--- config.mk ---
export PLATFORM = sky130hd
export DESIGN_NAME = crc_frame_deframer
export DESIGN_NICKNAME = d
export VERILOG_FILES = /design/src/design/crcfd_pkg.sv /design/src/design/crc_frame_deframer.sv /design/src/design/crcfd_core.sv /design/src/design/crcfd_out_reg.sv
export SDC_FILE = /design/constraint.sdc
export NUM_CORES = 1
export LEC_CHECK = 0
export BUFFER_PORTS_ARGS = -buffer_cell sky130_fd_sc_hd__clkbuf_2
export CAP_MARGIN = 0
export CORE_ASPECT_RATIO = 0.7
export CORE_MARGIN = 2
export CORE_UTILIZATION = 38
export CTS_BUF_LIST = sky130_fd_sc_hd__clkbuf_16
export DETAILED_ROUTE_END_ITERATION = 12
export SLEW_MARGIN = 20
export SYNTH_ARGS = -nofsm -noshare
export SYNTH_HDL_FRONTEND = slang
export SYNTH_SLANG_ARGS = --single-unit
--- constraint.sdc ---
create_clock -name i_clk -period 6.3 [get_ports i_clk]
set_clock_uncertainty 0.1 [all_clocks]
set_input_delay 0.63 -clock i_clk [delete_from_list [all_inputs] [get_ports i_clk]]
set_output_delay 0.63 -clock i_clk [all_outputs]
set_load 0.03 [all_outputs]
--- src/design/crcfd_pkg.sv ---
package crcfd_pkg;

    localparam logic [15:0] HEAD_RESET = 16'hAA55;
    localparam logic [15:0] CRC_POLY   = 16'h8408;
    localparam logic [15:0] CRC_INIT   = 16'hFFFF;

    localparam logic [1:0] ST_OK     = 2'd0;
    localparam logic [1:0] ST_CRC    = 2'd1;
    localparam logic [1:0] ST_LENGTH = 2'd2;

    typedef enum logic [5:0] {
        PH_HUNT    = 6'b000001,
        PH_LEN_HI  = 6'b000010,
        PH_LEN_LO  = 6'b000100,
        PH_CRC_HI  = 6'b001000,
        PH_CRC_LO  = 6'b010000,
        PH_PAYLOAD = 6'b100000
    } t_phase;

    typedef struct packed {
        logic       valid;
        logic [7:0] payload_byte;
        logic       has_data;
        logic       frame_end;
        logic [1:0] frame_status;
    } t_result;

    // CRC-16/X-25 update, LSB first, one byte
    function automatic logic [15:0] crc_byte(input logic [15:0] crc, input logic [7:0] data);
        logic [15:0] c;
        logic [7:0]  d;
        c = crc;
        d = data;
        for (int i = 0; i < 8; i++) begin
            if (c[0] ^ d[0]) begin
                c = (c >> 1) ^ CRC_POLY;
            end else begin
                c = c >> 1;
            end
            d = d >> 1;
        end
        return c;
    endfunction

endpackage

--- src/design/crc_frame_deframer.sv ---
// Length-prefixed frame deframer with CRC-16/X-25 check.
// Input channel: one received byte per word (i_in_valid, o_in_stall, i_rx_byte).
// The block hunts for the head word, reads a big-endian length (payload + 2)
// and a big-endian CRC, then forwards each payload byte as an output word.
// The last payload word (or a status-only word for an empty frame or a
// length below 2) carries o_frame_end and o_frame_status.
// Output channel: o_out_valid, i_out_stall and the result fields.
// Config channel: i_cfg_valid/o_cfg_ready/i_cfg_data writes the head word;
// always ready, write only while idle.
// Throughput: one byte per cycle unless the output stalls; the input register
// feeds a single pass of phase and 8-bit CRC logic into the output register.
// Reset: hunting with no held byte, head word 0xAA55, output empty.
// Stall: a stalled output word holds; the input stalls only when a pending
// byte would produce a word and the output register cannot take it.
module crc_frame_deframer import crcfd_pkg::*; (
    input  logic        i_clk,
    input  logic        i_rst_n,
    input  logic        i_in_valid,
    output logic        o_in_stall,
    input  logic [7:0]  i_rx_byte,
    output logic        o_out_valid,
    input  logic        i_out_stall,
    output logic [7:0]  o_payload_byte,
    output logic        o_has_data,
    output logic        o_frame_end,
    output logic [1:0]  o_frame_status,
    input  logic        i_cfg_valid,
    output logic        o_cfg_ready,
    input  logic [15:0] i_cfg_data
);

    logic [15:0] r_head_word;
    logic        r_in_valid;
    logic [7:0]  r_in_byte;
    t_result     result;
    logic        out_free;
    logic        fire;
    logic        in_accept;

    assign o_cfg_ready = 1'b1;

    always_ff @(posedge i_clk) begin
        if (!i_rst_n) begin
            r_head_word <= HEAD_RESET;
        end else if (i_cfg_valid) begin
            r_head_word <= i_cfg_data;
        end
    end

    assign fire       = r_in_valid && (!result.valid || out_free);
    assign o_in_stall = r_in_valid && !fire;
    assign in_accept  = i_in_valid && !o_in_stall;

    always_ff @(posedge i_clk) begin
        if (!i_rst_n) begin
            r_in_valid <= 1'b0;
        end else if (!o_in_stall) begin
            r_in_valid <= i_in_valid;
        end
    end

    always_ff @(posedge i_clk) begin
        if (in_accept) begin
            r_in_byte <= i_rx_byte;
        end
    end

    crcfd_core u_core (
        .i_clk       (i_clk),
        .i_rst_n     (i_rst_n),
        .i_fire      (fire),
        .i_byte      (r_in_byte),
        .i_head_word (r_head_word),
        .o_result    (result)
    );

    crcfd_out_reg u_out (
        .i_clk          (i_clk),
        .i_rst_n        (i_rst_n),
        .i_load         (fire && result.valid),
        .i_result       (result),
        .i_stall        (i_out_stall),
        .o_free         (out_free),
        .o_valid        (o_out_valid),
        .o_payload_byte (o_payload_byte),
        .o_has_data     (o_has_data),
        .o_frame_end    (o_frame_end),
        .o_frame_status (o_frame_status)
    );

endmodule

--- src/design/crcfd_core.sv ---
module crcfd_core import crcfd_pkg::*; (
    input  logic        i_clk,
    input  logic        i_rst_n,
    input  logic        i_fire,
    input  logic [7:0]  i_byte,
    input  logic [15:0] i_head_word,
    output t_result     o_result
);

    t_phase      r_phase, n_phase;
    logic [7:0]  r_prev_byte, n_prev_byte;
    logic        r_prev_valid, n_prev_valid;
    logic [7:0]  r_len_hi, n_len_hi;
    logic [15:0] r_exp_crc, n_exp_crc;
    logic [15:0] r_crc, n_crc;
    logic [15:0] r_left, n_left;

    logic [15:0] length_val;
    logic [15:0] crc_upd;
    logic [15:0] left_dec;
    t_result     res;

    assign length_val = {r_len_hi, i_byte};
    assign crc_upd    = crc_byte(r_crc, i_byte);
    assign left_dec   = r_left - 16'd1;

    always_comb begin
        n_phase      = r_phase;
        n_prev_byte  = r_prev_byte;
        n_prev_valid = r_prev_valid;
        n_len_hi     = r_len_hi;
        n_exp_crc    = r_exp_crc;
        n_crc        = r_crc;
        n_left       = r_left;
        res          = '0;
        unique case (r_phase)
            PH_LEN_HI: begin
                n_len_hi = i_byte;
                n_phase  = PH_LEN_LO;
            end
            PH_LEN_LO: begin
                if (length_val < 16'd2) begin
                    n_phase            = PH_HUNT;
                    n_prev_valid       = 1'b0;
                    n_prev_byte        = '0;
                    res.valid          = 1'b1;
                    res.frame_end      = 1'b1;
                    res.frame_status   = ST_LENGTH;
                end else begin
                    n_left  = length_val - 16'd2;
                    n_phase = PH_CRC_HI;
                end
            end
            PH_CRC_HI: begin
                n_exp_crc = {i_byte, 8'h00};
                n_phase   = PH_CRC_LO;
            end
            PH_CRC_LO: begin
                n_exp_crc = {r_exp_crc[15:8], i_byte};
                n_crc     = CRC_INIT;
                if (r_left == 16'd0) begin
                    n_phase          = PH_HUNT;
                    n_prev_valid     = 1'b0;
                    n_prev_byte      = '0;
                    res.valid        = 1'b1;
                    res.frame_end    = 1'b1;
                    // CRC of no bytes is zero
                    res.frame_status = ({r_exp_crc[15:8], i_byte} == 16'h0000) ? ST_OK : ST_CRC;
                end else begin
                    n_phase = PH_PAYLOAD;
                end
            end
            PH_PAYLOAD: begin
                n_crc            = crc_upd;
                n_left           = left_dec;
                res.valid        = 1'b1;
                res.payload_byte = i_byte;
                res.has_data     = 1'b1;
                if (left_dec == 16'd0) begin
                    n_phase          = PH_HUNT;
                    n_prev_valid     = 1'b0;
                    n_prev_byte      = '0;
                    res.frame_end    = 1'b1;
                    res.frame_status = (~crc_upd == r_exp_crc) ? ST_OK : ST_CRC;
                end
            end
            default: begin
                if (r_prev_valid && r_prev_byte == i_head_word[15:8] &&
                    i_byte == i_head_word[7:0]) begin
                    n_phase      = PH_LEN_HI;
                    n_prev_valid = 1'b0;
                    n_prev_byte  = '0;
                end else begin
                    n_phase      = PH_HUNT;
                    n_prev_byte  = i_byte;
                    n_prev_valid = 1'b1;
                end
            end
        endcase
    end

    assign o_result = res;

    always_ff @(posedge i_clk) begin
        if (!i_rst_n) begin
            r_phase      <= PH_HUNT;
            r_prev_byte  <= '0;
            r_prev_valid <= 1'b0;
            r_len_hi     <= '0;
            r_exp_crc    <= '0;
            r_crc        <= CRC_INIT;
            r_left       <= '0;
        end else if (i_fire) begin
            r_phase      <= n_phase;
            r_prev_byte  <= n_prev_byte;
            r_prev_valid <= n_prev_valid;
            r_len_hi     <= n_len_hi;
            r_exp_crc    <= n_exp_crc;
            r_crc        <= n_crc;
            r_left       <= n_left;
        end
    end

endmodule

--- src/design/crcfd_out_reg.sv ---
module crcfd_out_reg import crcfd_pkg::*; (
    input  logic       i_clk,
    input  logic       i_rst_n,
    input  logic       i_load,
    input  t_result    i_result,
    input  logic       i_stall,
    output logic       o_free,
    output logic       o_valid,
    output logic [7:0] o_payload_byte,
    output logic       o_has_data,
    output logic       o_frame_end,
    output logic [1:0] o_frame_status
);

    logic       r_valid;
    logic [7:0] r_payload_byte;
    logic       r_has_data;
    logic       r_frame_end;
    logic [1:0] r_frame_status;

    assign o_free = !r_valid || !i_stall;

    always_ff @(posedge i_clk) begin
        if (!i_rst_n) begin
            r_valid <= 1'b0;
        end else if (o_free) begin
            r_valid <= i_load;
        end
    end

    always_ff @(posedge i_clk) begin
        if (o_free && i_load) begin
            r_payload_byte <= i_result.payload_byte;
            r_has_data     <= i_result.has_data;
            r_frame_end    <= i_result.frame_end;
            r_frame_status <= i_result.frame_status;
        end
    end

    assign o_valid        = r_valid;
    assign o_payload_byte = r_payload_byte;
    assign o_has_data     = r_has_data;
    assign o_frame_end    = r_frame_end;
    assign o_frame_status = r_frame_status;

endmodule

=== Word-level counts from Yosys, hierarchy flattened ===
Index checks and enable logic that the tools add are counted.

* Word-level logic and storage cells: 115
* Output and inout port bits: 15
* Bits of input ports: 29
* Flip-flop bits (word level): 109

* Mux-type cells: 37
* Magnitude comparators: 1
* Equal/unequal tests: 12
* Bitwise operators: 19
* Reduce and logical (&&, ||, !) cells: 28
* $add $sub $neg: 2

{| class="wikitable"
|+ Operators with widths
! kind !! count
|-
| $mux 16 || 9
|-
| $pmux 16 s2 || 3
|-
| $logic_not 16->1 || 3
|-
| $mux 8 || 4
|-
| $pmux 8 s4 || 1
|-
| $pmux 6 s5 || 1
|-
| $not 2->3 || 8
|-
| $eq 16x16->1 || 1
|-
| $eq 8x8->1 || 2
|-
| $lt 16x2->1 const B || 1
|-
| $not 16->16 || 1
|-
| $sub 16x1->16 const B || 1
|-
| $sub 16x2->16 const B || 1
|-
| $mux 6 || 2
|-
| $mux 1 || 9
|-
| $mux 3 || 3
|-
| $pmux 3 s3 || 1
|-
| $reduce_and 2->1 || 4
|-
| $xor 1x1->1 || 8
|-
| $logic_and 1x1->1 || 7
|-
| $eq 6x2->1 const B || 1
|-
| $eq 6x3->1 const B || 1
|-
| $eq 6x4->1 const B || 1
|-
| $eq 6x5->1 const B || 1
|-
| other kinds (14) || 25
|}

=== Logic depth before layout (Yosys ltp) ===
* Word-level depth: 21
* Mapped depth: 11
* Depth with buffers taken out: 9

=== Hierarchy ===
A second synthesis with hierarchy kept.

* Cell total of the unflattened synthesis: 659
* Area total of the unflattened synthesis: 5913.2 um^2

{| class="wikitable"
|+ By module, submodules not included
! module !! instances !! cells each !! area an instance (um^2)
|-
| crcfd_core || 1 || 574 || 4603.2
|-
| crc_frame_deframer || 1 || 68 || 908.4
|-
| crcfd_out_reg || 1 || 17 || 401.6
|}

=== Worst setup path after synthesis ===
OpenSTA, ideal clock, no wires.

* Path kind: reg2out
* Start: register r_in_byte[5]
* End: output o_in_stall
* Stages on the path, launching flop included: 7
* Setup slack: 3.605 ns
* Data arrival time: 1.965 ns
* Cell sequence: edfxtp_1 -> buf_2 -> nor4_1 -> nand2_1 -> o32a_1 -> nand2_1 -> and4_1

* Word-level cells in the longest chain between the ends: 8

{| class="wikitable"
|+ RTL lines
! element !! line !! RTL
|-
| from (decl) || crc_frame_deframer.sv:34 || <nowiki>logic [7:0] r_in_byte;</nowiki>
|-
| from (signal assigned) || crc_frame_deframer.sv:64 || <nowiki>r_in_byte <= i_rx_byte;</nowiki>
|-
| $lt 16x2->1 || crcfd_core.sv:42 || <nowiki>if (length_val < 16'd2) begin</nowiki>
|-
| $mux 1 || crcfd_core.sv:42 ||
|-
| $pmux 1 s3 || crcfd_core.sv:36 || <nowiki>unique case (r_phase)</nowiki>
|-
| $logic_not 1->1 || crc_frame_deframer.sv:50 || <nowiki>assign fire = r_in_valid && (!result.valid || out_free);</nowiki>
|-
| $logic_or 1x1->1 || crc_frame_deframer.sv:50 ||
|-
| $logic_and 1x1->1 || crc_frame_deframer.sv:50 ||
|-
| $logic_not 1->1 || crc_frame_deframer.sv:51 || <nowiki>assign o_in_stall = r_in_valid && !fire;</nowiki>
|-
| $logic_and 1x1->1 || crc_frame_deframer.sv:51 ||
|-
| to (decl) || crc_frame_deframer.sv:19 || <nowiki>output logic o_in_stall,</nowiki>
|}

No other way between the ends.

=== Worst setup path after layout ===
* Start: register r_in_byte[3]
* End: output o_in_stall

The elaborated chain is that of the path after synthesis.

==> summary.txt <==
DRT antenna net count = 0
Synth Warn # = 0
Pleak = 2.29 nW
via count = 4592
syn nets = 648
Final Slew Violations = 0
min Tclk post-route = 3.61 ns
cell taking the most area after synthesis = dfxtp_1
ys flop type = dfxtp_1
average size of a mapped cell = 8.95 um^2
Post-Synth XOR/XNOR Area = 11.6%
Synth Instances = 615
area share of the largest cell type after synthesis = 32.4%
core area = 14000 um^2
cts bufs inserted = 9
Total Neg Setup Slack = 0 ns
I/O pin count = 44
# hold bufs at CTS = 0
initial core utilization = 39.3%
fin cells = 825
GRT overflow = 0
final setup margin = 2.69 ns
Synth cell types = 66
worst path cell trace = nor4_1, nand2_1, o32a_1, nand2_1, and4_1, clkbuf_2
wire per inst = 17.9 um
diodes inserted = 0
Worst Setup End Kind = output port
worst vdd ir = 0.155 mV
die span in y = 105 um
share of layout cells above drive strength 1 = 12.3%
Final #Nets = 663
via count of the first global-routing pass = 4407
Detailed Routing Iterations Pass 1 = 7
part of the Yosys area used for sequential elements = 43.3%
Cell Area, Placed = 5770 um^2
max incr delay on CP = 0.64 ns
Synth Area in Simple Gates = 20.5%
WL final = 14800 um
post_cts resized = 0
TritonCTS clock tree = yes
main combinational cell family by area after synthesis = simple AND/OR/NAND/NOR gates
H-tree depth = 3
count leader, synth = dfxtp_1
Crit path top cell by count = nand2_1
number of synthesized register bits = 109
CP Launch Type = flip-flop
adder-cell share of the synthesized area = 0.910%
crit path max-delay cell type = edfxtp_1
# rows = 36
CTS clk-pin slew, worst paths = 0.07 ns
detailed placement HPWL = 10500 um
residual DRC count = 0
die width = 148 um
Final GP Congestion = 0.846
fin area = 6080 um^2
Iter 0 DRT Violations = 374
GR Util All Layers = 19.3%
PD cells = 238 nW/um^2
endpoints failing hold = 0
Async S/R FF share, synth = 0%
Post-CTS Setup Bufs = 0
Compound-Gate Fraction of Synth Area = 15.8%
Crit Path Class = reg -> out
CP bufs+invs = 1
Worst Tran Pin Value = 1.07 ns
area of the die = 15500 um^2
top cells by area, synth = dfxtp_1 (32%), edfxtp_1 (11%), xnor2_1 (8.3%)
initial antenna violation count = 0
worst-path fanout max = 12
Final Core Density = 43.4%
final setup violation count = 0
clk buf depth = 2
CTS Root Cell = clkbuf_16
synth cell count leaders = dfxtp_1 (89), nand2_1 (79), xnor2_1 (52), nor2_1 (46), a21oi_1 (38)
Via density = 5.57
fmax = 277 MHz
placed insts = 809
Post-Syn Area = 5500 um^2
CP top delay family = simple AND/OR/NAND/NOR gates
IO Port Bufs = 42
pre-CTS setup slack = 3.06 ns
largest net degree at the start of global routing = 54
WP data required = 5.57 ns
Max Cap Viol = 0
# fillers = 1359
first-pass GRT wire length = 23700 um
RSZ-0062 raised after global routing = false
run status = completed
multiplexer area fraction after synthesis = 3.27%
area grow syn2layout = 10.4%
# clock sinks = 109
worst path arrival time = 2.88 ns
Hold Crit Class = in -> reg
slew margin rel. = 28.5%
period utilisation layout = 57.2%
Post-synth EDFFs = 20
worst-skew pair later-pin latency = 0.36 ns
-- cell type report --
cell class	instances	area (um^2)	area share, %
Clock buffer	9	225	3.71
Tap cell	190	238	3.91
Multi-Input combinational cell	453	2870	47.3
Sequential cell	109	2380	39.2
Inverter	11	41.3	0.680
Timing Repair Buffer	46	240	3.95
Clock inverter	7	76.3	1.26
-- worst paths after layout --
check | from | to | slack (ns) | cells past startpoint
max reg2reg | r_in_byte[3]$_DFFE_PP_ | u_core.r_left[9]$_SDFFE_PN0P_ | 2.96 | 8
max | r_in_byte[3]$_DFFE_PP_ | o_in_stall | 2.69 | 6
min | i_rx_byte[0] | r_in_byte[0]$_DFFE_PP_ | 0.35 | 1
min reg2reg | u_core.r_exp_crc[12]$_SDFFE_PN0P_ | u_core.r_exp_crc[12]$_SDFFE_PN0P_ | 0.39 | 2
-- state kept, by name, summed over array words and instances, names as in the netlist, 6 cells and up --
name,flops
u_core.r_phase,6
u_core.r_len_hi,8
u_core.r_left,16
u_core.r_crc,16
r_in_byte,8
u_out.o_payload_byte,8
u_core.r_exp_crc,16
r_head_word,16
u_core.r_prev_byte,8
-- cell families (layout without fill, tap and decap cells) --
family | after synthesis | count (layout)
simple gates | 221 | 221
compound gates | 136 | 136
flops | 109 | 109
xor+xnor | 73 | 73
buf+inv | 53 | 73
mux | 18 | 18
fa+ha+maj | 4 | 4
other cells | 1 | 1
-- stage by stage --
stage / total power, mW / hold WS (ns)
floorplan: 0.851 / 0.326
global placement: 0.885 / 0.334
CTS: 1.46 / 0.341
detailed placement: 0.887 / 0.369
finish: 1.45 / 0.350
global route: 1.50 / 0.344
-- cell usage in the layout (no fill, tap or decap), types with 4 or more instances in the layout --
master      n
edfxtp_1   20
o22ai_1    19
nor4b_1     5
a22oi_1    11
dfxtp_1    89
inv_1       9
a31oi_1     7
mux2i_1    18
and2_1      8
nand4_1     8
xnor2_1    52
clkbuf_2   42
nand2_1    79
a21oi_1    37
nor2_1     46
buf_4       4
nor3_1     16
nor4_1      9
clkbuf_16   9
xor2_1     21
nand3_1    19
o21ai_0    26
o211ai_1    5
a22o_1      8
ha_1        4
or3_1       4
-- layer usage --
metal / vias to the layer above / GRT usage, % / share of wire (%)
met5: - / 0 / 0
met3: 13 / 5.41 / 8.8
li1: 2220 / - / -
met2: 188 / 26.6 / 40
met1: 2171 / 29.6 / 50
met4: 0 / 4.35 / 0.82
-- report_power, final --
part           switching [mW]  internal (mW)
registers              0.0275          0.723
logic                  0.0682         0.0538
clock network           0.291          0.283
Power figures use the tool's default switching activity.
